[src/hw/rtl/rmts_pkg.sv]
// ----------------------------------------------------------------------------
// rmts_pkg
// Shared types and codes for the rate-monotonic task scheduler: operation,
// status and task state codes, and the controller/datapath interface structs.
// ----------------------------------------------------------------------------
package rmts_pkg;

   // field widths fixed by the item format
   localparam int FUNC_W  = 2;
   localparam int PID_W   = 22;
   localparam int PER_W   = 16;
   localparam int COST_W  = 16;
   localparam int TIME_W  = 48;
   localparam int USUM_W  = 20;
   localparam int LIMIT_W = 10;
   localparam int STAT_W  = 2;
   localparam int SUM_W   = 32;
   localparam int QUO_W   = 26;

   localparam logic [LIMIT_W-1:0] LIMIT_RESET = 10'd693;
   localparam logic [9:0]         UTIL_SCALE  = 10'd1000;
   localparam logic [USUM_W-1:0]  USUM_MAX    = 20'hFFFFF;

   // operation codes
   localparam logic [FUNC_W-1:0] FUNC_REGISTER   = 2'd0;
   localparam logic [FUNC_W-1:0] FUNC_YIELD      = 2'd1;
   localparam logic [FUNC_W-1:0] FUNC_DEREGISTER = 2'd2;
   localparam logic [FUNC_W-1:0] FUNC_TICK       = 2'd3;

   // result status codes
   localparam logic [STAT_W-1:0] STATUS_DONE      = 2'd0;
   localparam logic [STAT_W-1:0] STATUS_REJECT    = 2'd1;
   localparam logic [STAT_W-1:0] STATUS_NOT_FOUND = 2'd2;
   localparam logic [STAT_W-1:0] STATUS_FULL      = 2'd3;

   // task states
   localparam logic [1:0] TASK_RUNNING  = 2'd0;
   localparam logic [1:0] TASK_READY    = 2'd1;
   localparam logic [1:0] TASK_SLEEPING = 2'd2;

   // table read address select
   localparam logic [1:0] RD_SEL_IDX   = 2'd0;
   localparam logic [1:0] RD_SEL_FOUND = 2'd1;
   localparam logic [1:0] RD_SEL_PRE   = 2'd2;
   localparam logic [1:0] RD_SEL_RUN   = 2'd3;

   // divider operand select
   localparam logic [1:0] DIV_SRC_NEW  = 2'd0;
   localparam logic [1:0] DIV_SRC_OLD  = 2'd1;
   localparam logic [1:0] DIV_SRC_WIDE = 2'd2;

   typedef struct packed {
      logic       latch;
      logic       idx_clr;
      logic       idx_inc;
      logic       rd;
      logic [1:0] rd_sel;
      logic       div_load;
      logic [1:0] div_src;
      logic       sum_add;
      logic       reg_zero;
      logic       reg_scan;
      logic       reg_decide;
      logic       found_mark;
      logic       not_found;
      logic       dereg;
      logic       run_clr;
      logic       yield_write;
      logic       yield_rem;
      logic       now_inc;
      logic       tick_eval;
      logic       best_eval;
      logic       disp_apply;
      logic       pre_cap;
      logic       run_cap;
   } rmts_cmd_type;

   typedef struct packed {
      logic [FUNC_W-1:0] func;
      logic              period_zero;
      logic              div_done;
      logic              idx_last;
      logic              used_i;
      logic              pid_match;
      logic              rel_le_now;
      logic              cand;
   } rmts_stat_type;

endpackage

[src/hw/rtl/rmts_divider.sv]
// ----------------------------------------------------------------------------
// rmts_divider
// Restoring divider, one quotient bit per cycle. Narrow mode divides a
// 26-bit dividend in 26 steps, wide mode a 48-bit dividend in 48 steps.
// ----------------------------------------------------------------------------
module rmts_divider
   import rmts_pkg::*;
(
   input  logic              clock,
   input  logic              reset,
   input  logic              load,
   input  logic              wide,
   input  logic [TIME_W-1:0] dividend,
   input  logic [PER_W-1:0]  divisor,
   output logic              done,
   output logic [TIME_W-1:0] quotient,
   output logic [PER_W-1:0]  remainder
);

   logic              busy_ff;
   logic              done_ff;
   logic [5:0]        cnt_ff;
   logic [TIME_W-1:0] quo_ff, quo_in;
   logic [PER_W-1:0]  rem_ff, rem_in;
   logic [PER_W-1:0]  dsr_ff;
   logic [PER_W:0]    trial;
   logic [PER_W:0]    diff;
   logic              ge;

   // one restoring step
   always_comb begin
      trial  = {rem_ff, quo_ff[TIME_W-1]};
      diff   = trial - {1'b0, dsr_ff};
      ge     = (trial >= {1'b0, dsr_ff});
      rem_in = ge ? diff[PER_W-1:0] : trial[PER_W-1:0];
      quo_in = {quo_ff[TIME_W-2:0], ge};
   end

   // control
   always_ff @(posedge clock) begin
      if (reset) begin
         busy_ff <= 1'b0;
         done_ff <= 1'b0;
         cnt_ff  <= '0;
      end else begin
         done_ff <= 1'b0;
         if (load) begin
            busy_ff <= 1'b1;
            cnt_ff  <= wide ? 6'd47 : 6'd25;
         end else if (busy_ff) begin
            if (cnt_ff == 6'd0) begin
               busy_ff <= 1'b0;
               done_ff <= 1'b1;
            end else begin
               cnt_ff <= cnt_ff - 6'd1;
            end
         end
      end
   end

   // operands
   always_ff @(posedge clock) begin
      if (load) begin
         quo_ff <= wide ? dividend : {dividend[QUO_W-1:0], {(TIME_W-QUO_W){1'b0}}};
         rem_ff <= '0;
         dsr_ff <= divisor;
      end else if (busy_ff) begin
         quo_ff <= quo_in;
         rem_ff <= rem_in;
      end
   end

   assign done      = done_ff;
   assign quotient  = quo_ff;
   assign remainder = rem_ff;

endmodule

[src/hw/rtl/rmts_datapath.sv]
// ----------------------------------------------------------------------------
// rmts_datapath
// Task table, time base, admission accumulator, dispatch search registers
// and result registers, driven by commands from the controller.
// ----------------------------------------------------------------------------
module rmts_datapath
   import rmts_pkg::*;
#(
   parameter int MAX_TASKS = 16,
   parameter int IDX_W     = 4
)
(
   input  logic               clock,
   input  logic               reset,
   input  rmts_cmd_type       cmd,
   output rmts_stat_type      stat,
   input  logic               csr_wr,
   input  logic [LIMIT_W-1:0] csr_data,
   input  logic [FUNC_W-1:0]  req_func,
   input  logic [PID_W-1:0]   req_pid,
   input  logic [PER_W-1:0]   req_period,
   input  logic [COST_W-1:0]  req_task_cost,
   output logic [STAT_W-1:0]  rsp_status,
   output logic               rsp_running_valid,
   output logic [PID_W-1:0]   rsp_running_pid,
   output logic               rsp_preempted_valid,
   output logic [PID_W-1:0]   rsp_preempted_pid,
   output logic [USUM_W-1:0]  rsp_utilization_sum
);

   localparam logic [IDX_W-1:0] IDX_LAST = IDX_W'(MAX_TASKS - 1);

   // configuration and latched request
   logic [LIMIT_W-1:0] limit_ff;
   logic [FUNC_W-1:0]  func_ff;
   logic [PID_W-1:0]   pid_ff;
   logic [PER_W-1:0]   per_ff;
   logic [COST_W-1:0]  cost_ff;

   // table storage
   logic [PID_W-1:0]  mem_pid  [MAX_TASKS];
   logic [PER_W-1:0]  mem_per  [MAX_TASKS];
   logic [COST_W-1:0] mem_cost [MAX_TASKS];
   logic [TIME_W-1:0] mem_rel  [MAX_TASKS];
   logic [PID_W-1:0]  rd_pid_ff;
   logic [PER_W-1:0]  rd_per_ff;
   logic [COST_W-1:0] rd_cost_ff;
   logic [TIME_W-1:0] rd_rel_ff;

   logic [MAX_TASKS-1:0] used_ff;
   logic [MAX_TASKS-1:0] armed_ff;
   logic [1:0]           tstate_ff [MAX_TASKS];

   // scheduler state
   logic [TIME_W-1:0] now_ff;
   logic              run_v_ff;
   logic [IDX_W-1:0]  run_slot_ff;

   // scan and work registers
   logic [IDX_W-1:0]  idx_ff;
   logic [IDX_W-1:0]  free_ff;
   logic              free_v_ff;
   logic [IDX_W-1:0]  found_ff;
   logic [IDX_W-1:0]  best_ff;
   logic              best_v_ff;
   logic [PER_W-1:0]  best_per_ff;
   logic [IDX_W-1:0]  pre_slot_ff;
   logic [SUM_W-1:0]  sum_ff;

   // result registers
   logic [STAT_W-1:0] status_ff;
   logic              pre_v_ff;
   logic [PID_W-1:0]  pre_pid_ff;
   logic [PID_W-1:0]  run_pid_ff;
   logic [USUM_W-1:0] usum_ff;

   // divider hookup
   logic              div_done;
   logic [TIME_W-1:0] div_quo;
   logic [PER_W-1:0]  div_rem;
   logic [TIME_W-1:0] div_dividend;
   logic [PER_W-1:0]  div_divisor;
   logic [QUO_W-1:0]  scaled_cost;

   logic [IDX_W-1:0]  rd_addr;
   logic [IDX_W-1:0]  rel_addr;
   logic [TIME_W-1:0] rel_wdata;
   logic              rel_we;
   logic              rel_le_now;
   logic              change;
   logic [1:0]        st_i;

   // divider operands
   always_comb begin
      scaled_cost  = QUO_W'(((cmd.div_src == DIV_SRC_NEW) ? cost_ff : rd_cost_ff)
                     * UTIL_SCALE);
      div_dividend = {{(TIME_W-QUO_W){1'b0}}, scaled_cost};
      div_divisor  = rd_per_ff;
      case (cmd.div_src)
         DIV_SRC_NEW:  div_divisor = per_ff;
         DIV_SRC_WIDE: div_dividend = now_ff - rd_rel_ff;
         default:      div_divisor = rd_per_ff;
      endcase
   end

   rmts_divider u_divider (
      .clock     (clock),
      .reset     (reset),
      .load      (cmd.div_load),
      .wide      (cmd.div_src == DIV_SRC_WIDE),
      .dividend  (div_dividend),
      .divisor   (div_divisor),
      .done      (div_done),
      .quotient  (div_quo),
      .remainder (div_rem)
   );

   // read address and release write port
   always_comb begin
      case (cmd.rd_sel)
         RD_SEL_IDX:   rd_addr = idx_ff;
         RD_SEL_FOUND: rd_addr = found_ff;
         RD_SEL_PRE:   rd_addr = pre_slot_ff;
         default:      rd_addr = run_slot_ff;
      endcase
      rel_we    = cmd.reg_decide || cmd.yield_write;
      rel_addr  = cmd.reg_decide ? free_ff : found_ff;
      if (cmd.reg_decide)
         rel_wdata = now_ff;
      else if (cmd.yield_rem)
         rel_wdata = now_ff - {{(TIME_W-PER_W){1'b0}}, div_rem}
                     + {{(TIME_W-PER_W){1'b0}}, rd_per_ff};
      else
         rel_wdata = rd_rel_ff + {{(TIME_W-PER_W){1'b0}}, rd_per_ff};
   end

   // status toward controller
   always_comb begin
      st_i             = tstate_ff[idx_ff];
      rel_le_now       = (rd_rel_ff <= now_ff);
      stat.func        = func_ff;
      stat.period_zero = (per_ff == '0);
      stat.div_done    = div_done;
      stat.idx_last    = (idx_ff == IDX_LAST);
      stat.used_i      = used_ff[idx_ff];
      stat.pid_match   = (rd_pid_ff == pid_ff);
      stat.rel_le_now  = rel_le_now;
      stat.cand        = used_ff[idx_ff]
                         && (st_i == TASK_READY || st_i == TASK_RUNNING)
                         && (!best_v_ff || rd_per_ff < best_per_ff);
      change           = !(run_v_ff && best_v_ff && best_ff == run_slot_ff)
                         && !(!run_v_ff && !best_v_ff);
   end

   // table memories
   always_ff @(posedge clock) begin
      if (cmd.reg_decide && free_v_ff && sum_ff <= SUM_W'(limit_ff)) begin
         mem_pid[free_ff]  <= pid_ff;
         mem_per[free_ff]  <= per_ff;
         mem_cost[free_ff] <= cost_ff;
      end
      if (rel_we && (cmd.yield_write || (free_v_ff && sum_ff <= SUM_W'(limit_ff))))
         mem_rel[rel_addr] <= rel_wdata;
      if (cmd.rd) begin
         rd_pid_ff  <= mem_pid[rd_addr];
         rd_per_ff  <= mem_per[rd_addr];
         rd_cost_ff <= mem_cost[rd_addr];
         rd_rel_ff  <= mem_rel[rd_addr];
      end
   end

   // configuration register
   always_ff @(posedge clock) begin
      if (reset)
         limit_ff <= LIMIT_RESET;
      else if (csr_wr)
         limit_ff <= csr_data;
   end

   // request latch, scan index and work registers
   always_ff @(posedge clock) begin
      if (cmd.latch) begin
         func_ff <= req_func;
         pid_ff  <= req_pid;
         per_ff  <= req_period;
         cost_ff <= req_task_cost;
      end
      if (cmd.latch || cmd.idx_clr)
         idx_ff <= '0;
      else if (cmd.idx_inc)
         idx_ff <= idx_ff + 1'b1;
      if (cmd.latch) begin
         sum_ff    <= '0;
         free_v_ff <= 1'b0;
         best_v_ff <= 1'b0;
      end else begin
         if (cmd.sum_add)
            sum_ff <= sum_ff + SUM_W'(div_quo[QUO_W-1:0]) + 1'b1;
         if (cmd.reg_scan && !used_ff[idx_ff] && !free_v_ff) begin
            free_ff   <= idx_ff;
            free_v_ff <= 1'b1;
         end
         if (cmd.best_eval && stat.cand) begin
            best_ff     <= idx_ff;
            best_per_ff <= rd_per_ff;
            best_v_ff   <= 1'b1;
         end
      end
      if (cmd.found_mark)
         found_ff <= idx_ff;
      if (cmd.disp_apply)
         pre_slot_ff <= run_slot_ff;
   end

   // task flags, time base and running task
   always_ff @(posedge clock) begin
      if (reset) begin
         used_ff     <= '0;
         armed_ff    <= '0;
         now_ff      <= '0;
         run_v_ff    <= 1'b0;
         run_slot_ff <= '0;
      end else begin
         // admit new task
         if (cmd.reg_decide && free_v_ff && sum_ff <= SUM_W'(limit_ff)) begin
            used_ff[free_ff]   <= 1'b1;
            armed_ff[free_ff]  <= 1'b0;
            tstate_ff[free_ff] <= TASK_SLEEPING;
         end
         if (cmd.dereg) begin
            used_ff[found_ff]  <= 1'b0;
            armed_ff[found_ff] <= 1'b0;
            run_v_ff           <= 1'b0;
         end
         if (cmd.run_clr)
            run_v_ff <= 1'b0;
         // yield puts the task to sleep until its next release
         if (cmd.yield_write) begin
            armed_ff[found_ff]  <= 1'b1;
            tstate_ff[found_ff] <= TASK_SLEEPING;
         end
         if (cmd.now_inc)
            now_ff <= now_ff + 1'b1;
         // release due tasks
         if (cmd.tick_eval && used_ff[idx_ff] && armed_ff[idx_ff] && rel_le_now) begin
            tstate_ff[idx_ff] <= TASK_READY;
            armed_ff[idx_ff]  <= 1'b0;
         end
         // dispatch and preemption
         if (cmd.disp_apply && change) begin
            if (run_v_ff)
               tstate_ff[run_slot_ff] <= TASK_READY;
            if (best_v_ff) begin
               tstate_ff[best_ff] <= TASK_RUNNING;
               run_slot_ff        <= best_ff;
               run_v_ff           <= 1'b1;
            end else begin
               run_v_ff <= 1'b0;
            end
         end
      end
   end

   // result registers
   always_ff @(posedge clock) begin
      if (cmd.latch) begin
         status_ff <= STATUS_DONE;
         usum_ff   <= '0;
         pre_v_ff  <= 1'b0;
      end else begin
         if (cmd.reg_zero)
            status_ff <= STATUS_REJECT;
         if (cmd.not_found)
            status_ff <= STATUS_NOT_FOUND;
         if (cmd.reg_decide) begin
            usum_ff <= (sum_ff > SUM_W'(USUM_MAX)) ? USUM_MAX : sum_ff[USUM_W-1:0];
            if (sum_ff > SUM_W'(limit_ff))
               status_ff <= STATUS_REJECT;
            else if (!free_v_ff)
               status_ff <= STATUS_FULL;
         end
         if (cmd.disp_apply && change && run_v_ff)
            pre_v_ff <= 1'b1;
      end
      if (cmd.pre_cap)
         pre_pid_ff <= pre_v_ff ? rd_pid_ff : '0;
      if (cmd.run_cap)
         run_pid_ff <= run_v_ff ? rd_pid_ff : '0;
   end

   assign rsp_status          = status_ff;
   assign rsp_running_valid   = run_v_ff;
   assign rsp_running_pid     = run_pid_ff;
   assign rsp_preempted_valid = pre_v_ff;
   assign rsp_preempted_pid   = pre_pid_ff;
   assign rsp_utilization_sum = usum_ff;

endmodule

[src/hw/rtl/rmts_controller.sv]
// ----------------------------------------------------------------------------
// rmts_controller
// Sequencer for one request: operation phase, table scans, divider waits,
// dispatch search and result strobe.
// ----------------------------------------------------------------------------
module rmts_controller
   import rmts_pkg::*;
(
   input  logic          clock,
   input  logic          reset,
   input  logic          start,
   output logic          busy,
   output logic          rsp_valid,
   output rmts_cmd_type  cmd,
   input  rmts_stat_type stat
);

   localparam logic [4:0] S_IDLE      = 5'd0;
   localparam logic [4:0] S_DECODE    = 5'd1;
   localparam logic [4:0] S_R_WAITNEW = 5'd2;
   localparam logic [4:0] S_R_READ    = 5'd3;
   localparam logic [4:0] S_R_EVAL    = 5'd4;
   localparam logic [4:0] S_R_WAITOLD = 5'd5;
   localparam logic [4:0] S_R_DECIDE  = 5'd6;
   localparam logic [4:0] S_F_READ    = 5'd7;
   localparam logic [4:0] S_F_EVAL    = 5'd8;
   localparam logic [4:0] S_X_DEREG   = 5'd9;
   localparam logic [4:0] S_Y_READ    = 5'd10;
   localparam logic [4:0] S_Y_EVAL    = 5'd11;
   localparam logic [4:0] S_Y_WAIT    = 5'd12;
   localparam logic [4:0] S_T_READ    = 5'd13;
   localparam logic [4:0] S_T_EVAL    = 5'd14;
   localparam logic [4:0] S_D_START   = 5'd15;
   localparam logic [4:0] S_D_READ    = 5'd16;
   localparam logic [4:0] S_D_EVAL    = 5'd17;
   localparam logic [4:0] S_D_APPLY   = 5'd18;
   localparam logic [4:0] S_D_RDPRE   = 5'd19;
   localparam logic [4:0] S_D_CAPPRE  = 5'd20;
   localparam logic [4:0] S_D_RDRUN   = 5'd21;
   localparam logic [4:0] S_D_CAPRUN  = 5'd22;

   logic [4:0] state_ff, state_in;
   logic       rsp_valid_ff, rsp_valid_in;

   // next state and commands
   always_comb begin
      state_in     = state_ff;
      rsp_valid_in = 1'b0;
      cmd          = '0;
      case (state_ff)
         S_IDLE: begin
            if (start) begin
               cmd.latch = 1'b1;
               state_in  = S_DECODE;
            end
         end
         S_DECODE: begin
            case (stat.func)
               FUNC_REGISTER: begin
                  if (stat.period_zero) begin
                     cmd.reg_zero = 1'b1;
                     state_in     = S_D_START;
                  end else begin
                     cmd.div_load = 1'b1;
                     cmd.div_src  = DIV_SRC_NEW;
                     state_in     = S_R_WAITNEW;
                  end
               end
               FUNC_TICK: begin
                  cmd.now_inc = 1'b1;
                  state_in    = S_T_READ;
               end
               default: state_in = S_F_READ;
            endcase
         end
         // admission sum over the table
         S_R_WAITNEW: begin
            if (stat.div_done) begin
               cmd.sum_add = 1'b1;
               state_in    = S_R_READ;
            end
         end
         S_R_READ: begin
            cmd.rd     = 1'b1;
            cmd.rd_sel = RD_SEL_IDX;
            state_in   = S_R_EVAL;
         end
         S_R_EVAL: begin
            cmd.reg_scan = 1'b1;
            if (stat.used_i) begin
               cmd.div_load = 1'b1;
               cmd.div_src  = DIV_SRC_OLD;
               state_in     = S_R_WAITOLD;
            end else if (stat.idx_last) begin
               state_in = S_R_DECIDE;
            end else begin
               cmd.idx_inc = 1'b1;
               state_in    = S_R_READ;
            end
         end
         S_R_WAITOLD: begin
            if (stat.div_done) begin
               cmd.sum_add = 1'b1;
               if (stat.idx_last) begin
                  state_in = S_R_DECIDE;
               end else begin
                  cmd.idx_inc = 1'b1;
                  state_in    = S_R_READ;
               end
            end
         end
         S_R_DECIDE: begin
            cmd.reg_decide = 1'b1;
            state_in       = S_D_START;
         end
         // pid lookup
         S_F_READ: begin
            cmd.rd     = 1'b1;
            cmd.rd_sel = RD_SEL_IDX;
            state_in   = S_F_EVAL;
         end
         S_F_EVAL: begin
            if (stat.used_i && stat.pid_match) begin
               cmd.found_mark = 1'b1;
               state_in = (stat.func == FUNC_DEREGISTER) ? S_X_DEREG : S_Y_READ;
            end else if (stat.idx_last) begin
               cmd.not_found = 1'b1;
               state_in      = S_D_START;
            end else begin
               cmd.idx_inc = 1'b1;
               state_in    = S_F_READ;
            end
         end
         S_X_DEREG: begin
            cmd.dereg = 1'b1;
            state_in  = S_D_START;
         end
         // next release for yield
         S_Y_READ: begin
            cmd.rd      = 1'b1;
            cmd.rd_sel  = RD_SEL_FOUND;
            cmd.run_clr = 1'b1;
            state_in    = S_Y_EVAL;
         end
         S_Y_EVAL: begin
            if (stat.rel_le_now) begin
               cmd.div_load = 1'b1;
               cmd.div_src  = DIV_SRC_WIDE;
               state_in     = S_Y_WAIT;
            end else begin
               cmd.yield_write = 1'b1;
               state_in        = S_D_START;
            end
         end
         S_Y_WAIT: begin
            cmd.div_src = DIV_SRC_WIDE;
            if (stat.div_done) begin
               cmd.yield_write = 1'b1;
               cmd.yield_rem   = 1'b1;
               state_in        = S_D_START;
            end
         end
         // release check on tick
         S_T_READ: begin
            cmd.rd     = 1'b1;
            cmd.rd_sel = RD_SEL_IDX;
            state_in   = S_T_EVAL;
         end
         S_T_EVAL: begin
            cmd.tick_eval = 1'b1;
            if (stat.idx_last) begin
               state_in = S_D_START;
            end else begin
               cmd.idx_inc = 1'b1;
               state_in    = S_T_READ;
            end
         end
         // dispatch search
         S_D_START: begin
            cmd.idx_clr = 1'b1;
            state_in    = S_D_READ;
         end
         S_D_READ: begin
            cmd.rd     = 1'b1;
            cmd.rd_sel = RD_SEL_IDX;
            state_in   = S_D_EVAL;
         end
         S_D_EVAL: begin
            cmd.best_eval = 1'b1;
            if (stat.idx_last) begin
               state_in = S_D_APPLY;
            end else begin
               cmd.idx_inc = 1'b1;
               state_in    = S_D_READ;
            end
         end
         S_D_APPLY: begin
            cmd.disp_apply = 1'b1;
            state_in       = S_D_RDPRE;
         end
         S_D_RDPRE: begin
            cmd.rd     = 1'b1;
            cmd.rd_sel = RD_SEL_PRE;
            state_in   = S_D_CAPPRE;
         end
         S_D_CAPPRE: begin
            cmd.pre_cap = 1'b1;
            state_in    = S_D_RDRUN;
         end
         S_D_RDRUN: begin
            cmd.rd     = 1'b1;
            cmd.rd_sel = RD_SEL_RUN;
            state_in   = S_D_CAPRUN;
         end
         S_D_CAPRUN: begin
            cmd.run_cap  = 1'b1;
            rsp_valid_in = 1'b1;
            state_in     = S_IDLE;
         end
         default: state_in = S_IDLE;
      endcase
   end

   // state registers
   always_ff @(posedge clock) begin
      if (reset) begin
         state_ff     <= S_IDLE;
         rsp_valid_ff <= 1'b0;
      end else begin
         state_ff     <= state_in;
         rsp_valid_ff <= rsp_valid_in;
      end
   end

   assign busy      = (state_ff != S_IDLE);
   assign rsp_valid = rsp_valid_ff;

`ifndef SYNTHESIS
   a_accept_leaves_idle: assert property (@(posedge clock) disable iff (reset)
      (state_ff == S_IDLE && start) |=> (state_ff == S_DECODE))
      else $error("accepted request did not start decode");
   a_strobe_in_idle: assert property (@(posedge clock) disable iff (reset)
      rsp_valid_ff |-> (state_ff == S_IDLE))
      else $error("result strobe while busy");
   a_strobe_after_capture: assert property (@(posedge clock) disable iff (reset)
      rsp_valid_ff |-> ($past(state_ff) == S_D_CAPRUN))
      else $error("result strobe without finished dispatch");
   a_strobe_single: assert property (@(posedge clock) disable iff (reset)
      rsp_valid_ff |=> !rsp_valid_ff)
      else $error("result strobe longer than one cycle");
`endif

endmodule

[src/hw/rtl/rate_monotonic_task_scheduler.sv]
// ----------------------------------------------------------------------------
// rate_monotonic_task_scheduler
// Rate-monotonic scheduler with utilization admission: task table,
// register/yield/deregister/tick requests, least-period dispatch.
//
//   channel   direction  handshake            payload
//   req_      in         start, busy          func, pid, period, task_cost
//   rsp_      out        rsp_valid strobe     status, running/preempted, sum
//   csr_      in         csr_valid, ready     admission limit
//
// One request at a time; busy is high from acceptance until the result.
// Busy time: register divides the new cost, then reads every slot, with a
// division per used slot; yield reads slots up to the match, plus a division
// when the release has passed; deregister reads slots up to the match; tick
// or missing pid reads every slot. Every request then adds a dispatch scan
// of every slot. The serial divider and the single table read port set this.
// Reset clears the table flags, time and running task; no clearing pass.
// The result is strobed for one cycle and cannot be stalled.
// ----------------------------------------------------------------------------
module rate_monotonic_task_scheduler
   import rmts_pkg::*;
#(
   parameter int MAX_TASKS = 16
)
(
   input  logic               clock,
   input  logic               reset,
   input  logic               start,
   output logic               busy,
   input  logic [FUNC_W-1:0]  req_func,
   input  logic [PID_W-1:0]   req_pid,
   input  logic [PER_W-1:0]   req_period,
   input  logic [COST_W-1:0]  req_task_cost,
   output logic               rsp_valid,
   output logic [STAT_W-1:0]  rsp_status,
   output logic               rsp_running_valid,
   output logic [PID_W-1:0]   rsp_running_pid,
   output logic               rsp_preempted_valid,
   output logic [PID_W-1:0]   rsp_preempted_pid,
   output logic [USUM_W-1:0]  rsp_utilization_sum,
   input  logic               csr_valid,
   output logic               csr_ready,
   input  logic [LIMIT_W-1:0] csr_data
);

   localparam int IDX_W = $clog2(MAX_TASKS);

   rmts_cmd_type  cmd;
   rmts_stat_type stat;

   // configuration taken only between requests
   assign csr_ready = ~busy;

   rmts_controller u_controller (
      .clock     (clock),
      .reset     (reset),
      .start     (start),
      .busy      (busy),
      .rsp_valid (rsp_valid),
      .cmd       (cmd),
      .stat      (stat)
   );

   rmts_datapath #(
      .MAX_TASKS (MAX_TASKS),
      .IDX_W     (IDX_W)
   ) u_datapath (
      .clock               (clock),
      .reset               (reset),
      .cmd                 (cmd),
      .stat                (stat),
      .csr_wr              (csr_valid && csr_ready),
      .csr_data            (csr_data),
      .req_func            (req_func),
      .req_pid             (req_pid),
      .req_period          (req_period),
      .req_task_cost       (req_task_cost),
      .rsp_status          (rsp_status),
      .rsp_running_valid   (rsp_running_valid),
      .rsp_running_pid     (rsp_running_pid),
      .rsp_preempted_valid (rsp_preempted_valid),
      .rsp_preempted_pid   (rsp_preempted_pid),
      .rsp_utilization_sum (rsp_utilization_sum)
   );

endmodule
[config.mk]
export PLATFORM = sky130hd
export DESIGN_NAME = rate_monotonic_task_scheduler
export DESIGN_NICKNAME = d
export VERILOG_FILES = /design/src/hw/rtl/rmts_pkg.sv /design/src/hw/rtl/rmts_divider.sv /design/src/hw/rtl/rmts_datapath.sv /design/src/hw/rtl/rmts_controller.sv /design/src/hw/rtl/rate_monotonic_task_scheduler.sv
export SDC_FILE = /design/constraint.sdc
export NUM_CORES = 2
export LEC_CHECK = 0
export BUFFER_PORTS_ARGS = -buffer_cell sky130_fd_sc_hd__buf_2
export CAP_MARGIN = 20
export CORE_ASPECT_RATIO = 1.1
export CORE_MARGIN = 2
export CORE_UTILIZATION = 44
export CTS_CLUSTER_SIZE = 8
export DETAILED_ROUTE_END_ITERATION = 8
export RECOVER_POWER = 25
export SYNTH_ARGS = -nofsm -noshare
export SYNTH_HDL_FRONTEND = slang
export SYNTH_SLANG_ARGS = --single-unit
[constraint.sdc]
create_clock -name clock -period 17.11 [get_ports clock]
set_input_delay 0 -clock clock [delete_from_list [all_inputs] [get_ports clock]]
set_output_delay 0 -clock clock [all_outputs]
set_load 0.02 [all_outputs]
# == Yosys cells after proc, flatten, opt, wreduce, memory -nomap -nowiden ==
# Memory sizes are Yosys's and may differ from the RTL's. A register that Yosys moved wholly into a read port is not among the register bits.
# Cells that the tools add are included.
# totals
ff_bits,382
latch_bits,0
ram_bits,1664
rom_bits,0
in_bits,70
output_inout_bits,71
word_cells,298
mem_count,5
# mem_list
memory,words,width,read_ports,rd_clocked_by_memory_dff,write_ports,line,source
u_datapath.mem_rel,16,48,1,1,1,rmts_datapath.sv:44,logic [TIME_W-1:0] mem_rel [MAX_TASKS];
u_datapath.mem_pid,16,22,1,1,1,rmts_datapath.sv:41,logic [PID_W-1:0] mem_pid [MAX_TASKS];
u_datapath.mem_cost,16,16,1,1,1,rmts_datapath.sv:43,logic [COST_W-1:0] mem_cost [MAX_TASKS];
u_datapath.mem_per,16,16,1,1,1,rmts_datapath.sv:42,logic [PER_W-1:0] mem_per [MAX_TASKS];
u_datapath.tstate_ff,16,2,1,1,2,rmts_datapath.sv:52,logic [1:0] tstate_ff [MAX_TASKS];
# classes
add_sub_neg,10
mul,1
div,0
order_cmp,12
eq_ne,36
n_shift,0
n_mux,133
bitwise,12
reduce_logical,57
# ops
operator,n
$mux W48,6
$mux W16,13
$pmux W5 S21,1
$add A48 B16 Y48,2
$and A16 B16 Y16,4
$mux W1,63
$add A48 B1 Y48 const B,1
$le A48 B48 Y1,1
$not A16 Y16,3
$sub A48 B16 Y48,1
$sub A48 B48 Y48,1
$eq A5 B4 Y1 const B,8
$eq A5 B5 Y1 const B,7
$add A32 B1 Y32 const B,1
$add A32 B26 Y32,1
$gt A32 B10 Y1,1
$gt A32 B20 Y1 const B,1
$le A32 B10 Y1,1
$mux W4,8
$or A16 B16 Y16,2
$mux W5,6
$mux W2,14
$mul A26 B7 Y23 const B,1
$mux W6,4
other kinds (44),110

# == Longest topological paths before layout ==
# logic_depth
word_depth,16
depth_mapped,36

# == Hierarchy ==
# A second synthesis with hierarchy kept.
# unflattened
hier_cells,6442
hier_area_um2,97377.1
# modules_own_cells
mod,instances,cells_per_inst,area_each_um2,seq_area_each_um2
rmts_datapath,1,5834,91597.8,59557.1
rmts_divider,1,454,4775.8,2402.3
rmts_controller,1,152,993.5,120.1
rate_monotonic_task_scheduler,1,2,10.0,0.0

# == Worst setup path before layout ==
# No wires, ideal clock.
# synth_path
kind,register to register
startpoint,register u_datapath.now_ff[0]
endpoint,"register u_datapath.u_divider.quo_ff[46], in the netlist u_datapath.u_divider.quotient[46], data pin"
arrival_time_ns,7.736
t_required_ns,16.835
setup_slack_ns,9.099
stages_incl_launch_ff,35
period_less_slack_ns,8.011
path_cell_list,dfxtp_1 -> inv_1 -> ha_1 -> inv_1 -> fa_1 -> nand3_1 -> a21oi_1 -> o31ai_1 -> a21oi_1 -> o2111ai_1 -> nand4_1 -> a21o_1 -> a31oi_1 -> o21ai_1 -> buf_2 -> mux2i_1 -> xor2_1 -> ha_1 -> fa_1 -> inv_1 -> fa_1 -> fa_1 -> inv_1 -> ha_1 -> o21ai_0 -> a21boi_0 -> o21a_1 -> o41a_1 -> a41o_1 -> o41a_1 -> a41o_1 -> o41ai_1 -> xnor2_1 -> o22ai_1 -> a31oi_1
# synth_between
elab_chain_len,9
elab_cells_between_ends,12
cone_classes,add/sub: 1; mul: 1; order compare: 1; eq/ne: 1; mux: 7; reduce/logical: 1
# synth_lines
item,line,source
from (decl),rmts_datapath.sv:55,logic [TIME_W-1:0] now_ff;
from (signal assigned),rmts_datapath.sv:243,now_ff <= now_ff + 1'b1;
$le A48 B48 Y1,rmts_datapath.sv:140,rel_le_now = (rd_rel_ff <= now_ff);
$mux W3,rmts_controller.sv:146,if (stat.rel_le_now) begin
$pmux W2 S4,rmts_controller.sv:50,case (state_ff)
$logic_not A2 Y1,rmts_datapath.sv:95,scaled_cost = QUO_W'(((cmd.div_src == DIV_SRC_NEW) ? cost_ff : rd_cost_ff)
$mux W16,rmts_datapath.sv:95,
$mul A26 B7 Y23,rmts_datapath.sv:96,* UTIL_SCALE);
$mux W48,rmts_datapath.sv:99,case (cmd.div_src)
$mux W48,rmts_divider.sv:64,"quo_ff <= wide ? dividend : {dividend[QUO_W-1:0], {(TIME_W-QUO_W){1'b0}}};"
$mux W48 (*),rmts_divider.sv:63,if (load) begin
to (signal assigned),rmts_divider.sv:64,
to (signal assigned),rmts_divider.sv:68,quo_ff <= quo_in;
to (decl),rmts_divider.sv:23,"logic [TIME_W-1:0] quo_ff, quo_in;"
# Every way passes the cells marked *; elsewhere a longest branch is shown, timed or not.
# A chain may end at the register's enable or synchronous reset.

# == Worst setup path in the final report ==
# Same ends and word-level chain as after synthesis.

==> impl_metrics.json <==
{
  "clock.fmax_mhz": 102,
  "insertion_delay_ps": 940,
  "fin_crit_ps": 9780,
  "die_y_um": 498,
  "cpMaxStageDelayCell": "mux2i_1",
  "synth.area.top_cells": "edfxtp_1 59%, mux2i_1 4.6%, dfxtp_1 4.2%",
  "coreArea_um2": 221000,
  "pin_count": 141,
  "groute.usage.overall": 0.235,
  "drt-wirelength-per-cell_um": 25.2,
  "synthTopCellsByCount": "1930 x edfxtp_1, 691 x nand2_1, 452 x mux2i_1",
  "ys.flop_type": "edfxtp_1",
  "violations": "max-capacitance violations, max-slew violations",
  "worst_slack_ps": 7330,
  "worstSetupPathType": "reg2reg",
  "drv_cap": 2,
  "synthArstFlopShare": 0,
  "clk_path_buf_depth": 4,
  "yosys_register_bits": 2136,
  "clockRootBuffer": "clkbuf_16",
  "synthDistinctLibCells": 89,
  "final_max_slew_viol_count": 52,
  "syn_nets": 7674,
  "power_leakage_nw": 38.2,
  "syn_inst": 7269,
  "grt.overflow.total": 0,
  "avgSynthCellArea_um2": 13.4,
  "fp.dieArea_um2": 225000,
  "status": "complete, but fails checks",
  "top_layer_used": "met5",
  "r2r-start": "u_datapath.now_ff[0]$_SDFFE_PP0P_",
  "crit_start": "u_datapath.now_ff[0]$_SDFFE_PP0P_",
  "initial_core_util": 0.442,
  "grt_start_max_net_pins": 154,
  "first_iter_violations": 5762,
  "cp-end-kind": "register",
  "cpPeakStageDelay_ps": 670,
  "hold_path.class": "in2reg",
  "met3_length_um": 18100,
  "yosysTopAreaCell": "edfxtp_1",
  "worst_ir_drop_vdd_v": 0.000261,
  "synth_edf_count": 1930,
  "critPathRequiredTime_ps": 17850,
  "grt_pass1_wl_um": 398000,
  "cts_resized": 0,
  "fp.dieW_um": 453,
  "setup_viol": 0,
  "power_density_nw_per_um2": 141,
  "postCtsSetupBuffers": 0,
  "worstPathArrival_ps": 10510,
  "max-slew-margin-rel": -0.249,
  "met1Wirelength_um": 118000,
  "synth_top_area_share": 0.594,
  "drive_above_1_share": 0.109,
  "path_clk_slew_ps": 50,
  "routed_wirelength_um": 269000,
  "place_congestion": 0.931,
  "fillers": 18600,
  "hp-start": "reset",
  "antenna_found_initial": 8,
  "yosysWarnings": 0,
  "skew_ps": 79.6,
  "cts.htree.levels": 5,
  "fin_nets": 8085,
  "drc": 0,
  "critPathMaxFanout": 38,
  "row_count": 181,
  "synth_most_common_cell": "edfxtp_1",
  "synth_seq_area_share": 0.636,
  "via_per_inst": 5.82,
  "place_ws_ps": 7440,
  "synthesis.area_um2": 97500,
  "cts-buffers-inserted": 319,
  "firstDrtPassIters": 6,
  "grt_pass1_vias": 61200,
  "clock_sinks": 2136,
  "syn_to_final_growth_pct": 15.2,
  "routed-wl-met2_um": 125000,
  "rsz0062_at_grt": "no",
  "cts_tree": "built",
  "detail-route-antenna-nets": 0,
  "final_hold_viol_count": 0,
  "vias": 62200,
  "cp-start-kind": "register",
  "portBuffers": 140,
  "finalSetupTns_ps": 0,
  "cts_hold_buf": 156,
  "p_total_mw": 15.9,
  "min_period_over_period": 0.571,
  "tightest_slew_ps": 1870,
  "place_hpwl_um": 157000,
  "whs_ps": 77.5
}
[power breakdown]
group	internal (mW)	leakage, nW	total (mW)	switching, mW
logic	1.67	14.9	4.08	2.41
clock network	3.40	4.17	5.52	2.13
registers	6.04	19.1	6.29	0.248
[cells by family (layout without fill, tap and decap cells)]
logic type,after synthesis,count (layout),share of synthesized area
AOI/OAI and AO/OA,1526,1526,0.106
xor gates and xnor gates,264,264,0.0237
adders and majority gates,335,335,0.0481
buffers and inverters,712,1204,0.0281
DFF,2136,2136,0.636
muxes,586,586,0.0754
other,0,3,0
and+or+nand+nor,1710,1710,0.0824
[layout by cell type (no fill, tap or decap), types with 19 or more instances in the layout]
cell / synthesis / routed
mux2i_1: 452 / 452
xnor2_1: 194 / 194
a211oi_1: 339 / 339
inv_1: 330 / 330
and2_0: 0 / 25
o221a_2: 36 / 36
nor2_1: 319 / 288
mux4_2: 113 / 113
or3_1: 23 / 22
edfxtp_1: 1930 / 1930
buf_2: 42 / 84
ha_1: 268 / 268
dlygate4sd3_1: 0 / 156
nand4_1: 45 / 45
nand3_1: 100 / 100
o21ai_0: 194 / 189
clkbuf_1: 301 / 123
nand2_1: 691 / 689
a311oi_1: 120 / 120
clkbuf_16: 0 / 325
and3_1: 34 / 34
nor2_4: 0 / 30
buf_4: 0 / 149
a21oi_1: 384 / 382
a31oi_1: 139 / 136
and2_1: 259 / 234
nor3_1: 83 / 77
o211ai_1: 28 / 28
fa_1: 67 / 67
nor2b_1: 40 / 40
nor4_1: 29 / 27
a21o_1: 97 / 97
xor2_1: 70 / 70
nand2b_1: 39 / 39
dfxtp_1: 206 / 206
o21bai_1: 19 / 19
[cell type report]
class | count | area [um^2] | area share
sequential | 2136 | 62100 | 0.553
multi-input combinational | 4421 | 33100 | 0.295
clock buffer | 389 | 8400 | 0.0748
timing repair buffer | 469 | 3670 | 0.0326
tap | 2928 | 3660 | 0.0326
inverter | 333 | 1250 | 0.0111
clock inverter | 13 | 160 | 0.00143
antenna | 3 | 7.51 | 0.0000668
[worst max-delay path, delay by kind of cell (launching register included)]
family	cells	cell delay (ps)
AO/OA/AOI/OAI	17	4380
XOR/XNOR	2	490
adder cells (fa/ha/maj)	7	2710
buffers and inverters	5	590
flip-flops	1	360
multiplexers	1	670
AND/OR/NAND/NOR	2	360
[per-stage QoR]
stage          instance area [um^2]  cells  utilization
5_1_grt                      112000  10700        0.509
3_3_place_gp                 102000  10100        0.462
4_1_cts                      112000  10700        0.508
6_report                     112000  10700        0.509
2_1_floorplan                 97500   7269            -
3_5_place_dp                 102000  10100        0.463
[metal layers]
layer	global-route usage	vias to the layer above
met5	0	-
met4	0.0801	2
met3	0.0389	434
met2	0.370	2213
met1	0.331	31300
li1	-	28200
[sequential cells by signal, summed over array words and instances, names as in the netlist, 32 cells and up, named ones only]
register                       cells
u_datapath.mem_cost              256
u_datapath.mem_per               256
u_datapath.mem_pid               352
u_datapath.mem_rel               768
u_datapath.now_ff                 48
u_datapath.rd_rel_ff              48
u_datapath.sum_ff                 32
u_datapath.u_divider.quotient     48
[worst paths after layout]
check / endpoint / slack (ps) / cells after the start
max reg2reg: u_datapath.u_divider.quotient[46]$_DFFE_PP_ / 7330 / 34
min reg2reg: u_datapath.tstate_ff[12][1]$_SDFFE_PP0P_ / 460 / 2
max: u_datapath.u_divider.quotient[46]$_DFFE_PP_ / 7330 / 34
min: u_controller.rsp_valid$_SDFF_PP0_ / 80 / 3
Note: power is estimated with default switching activity, not from simulation.
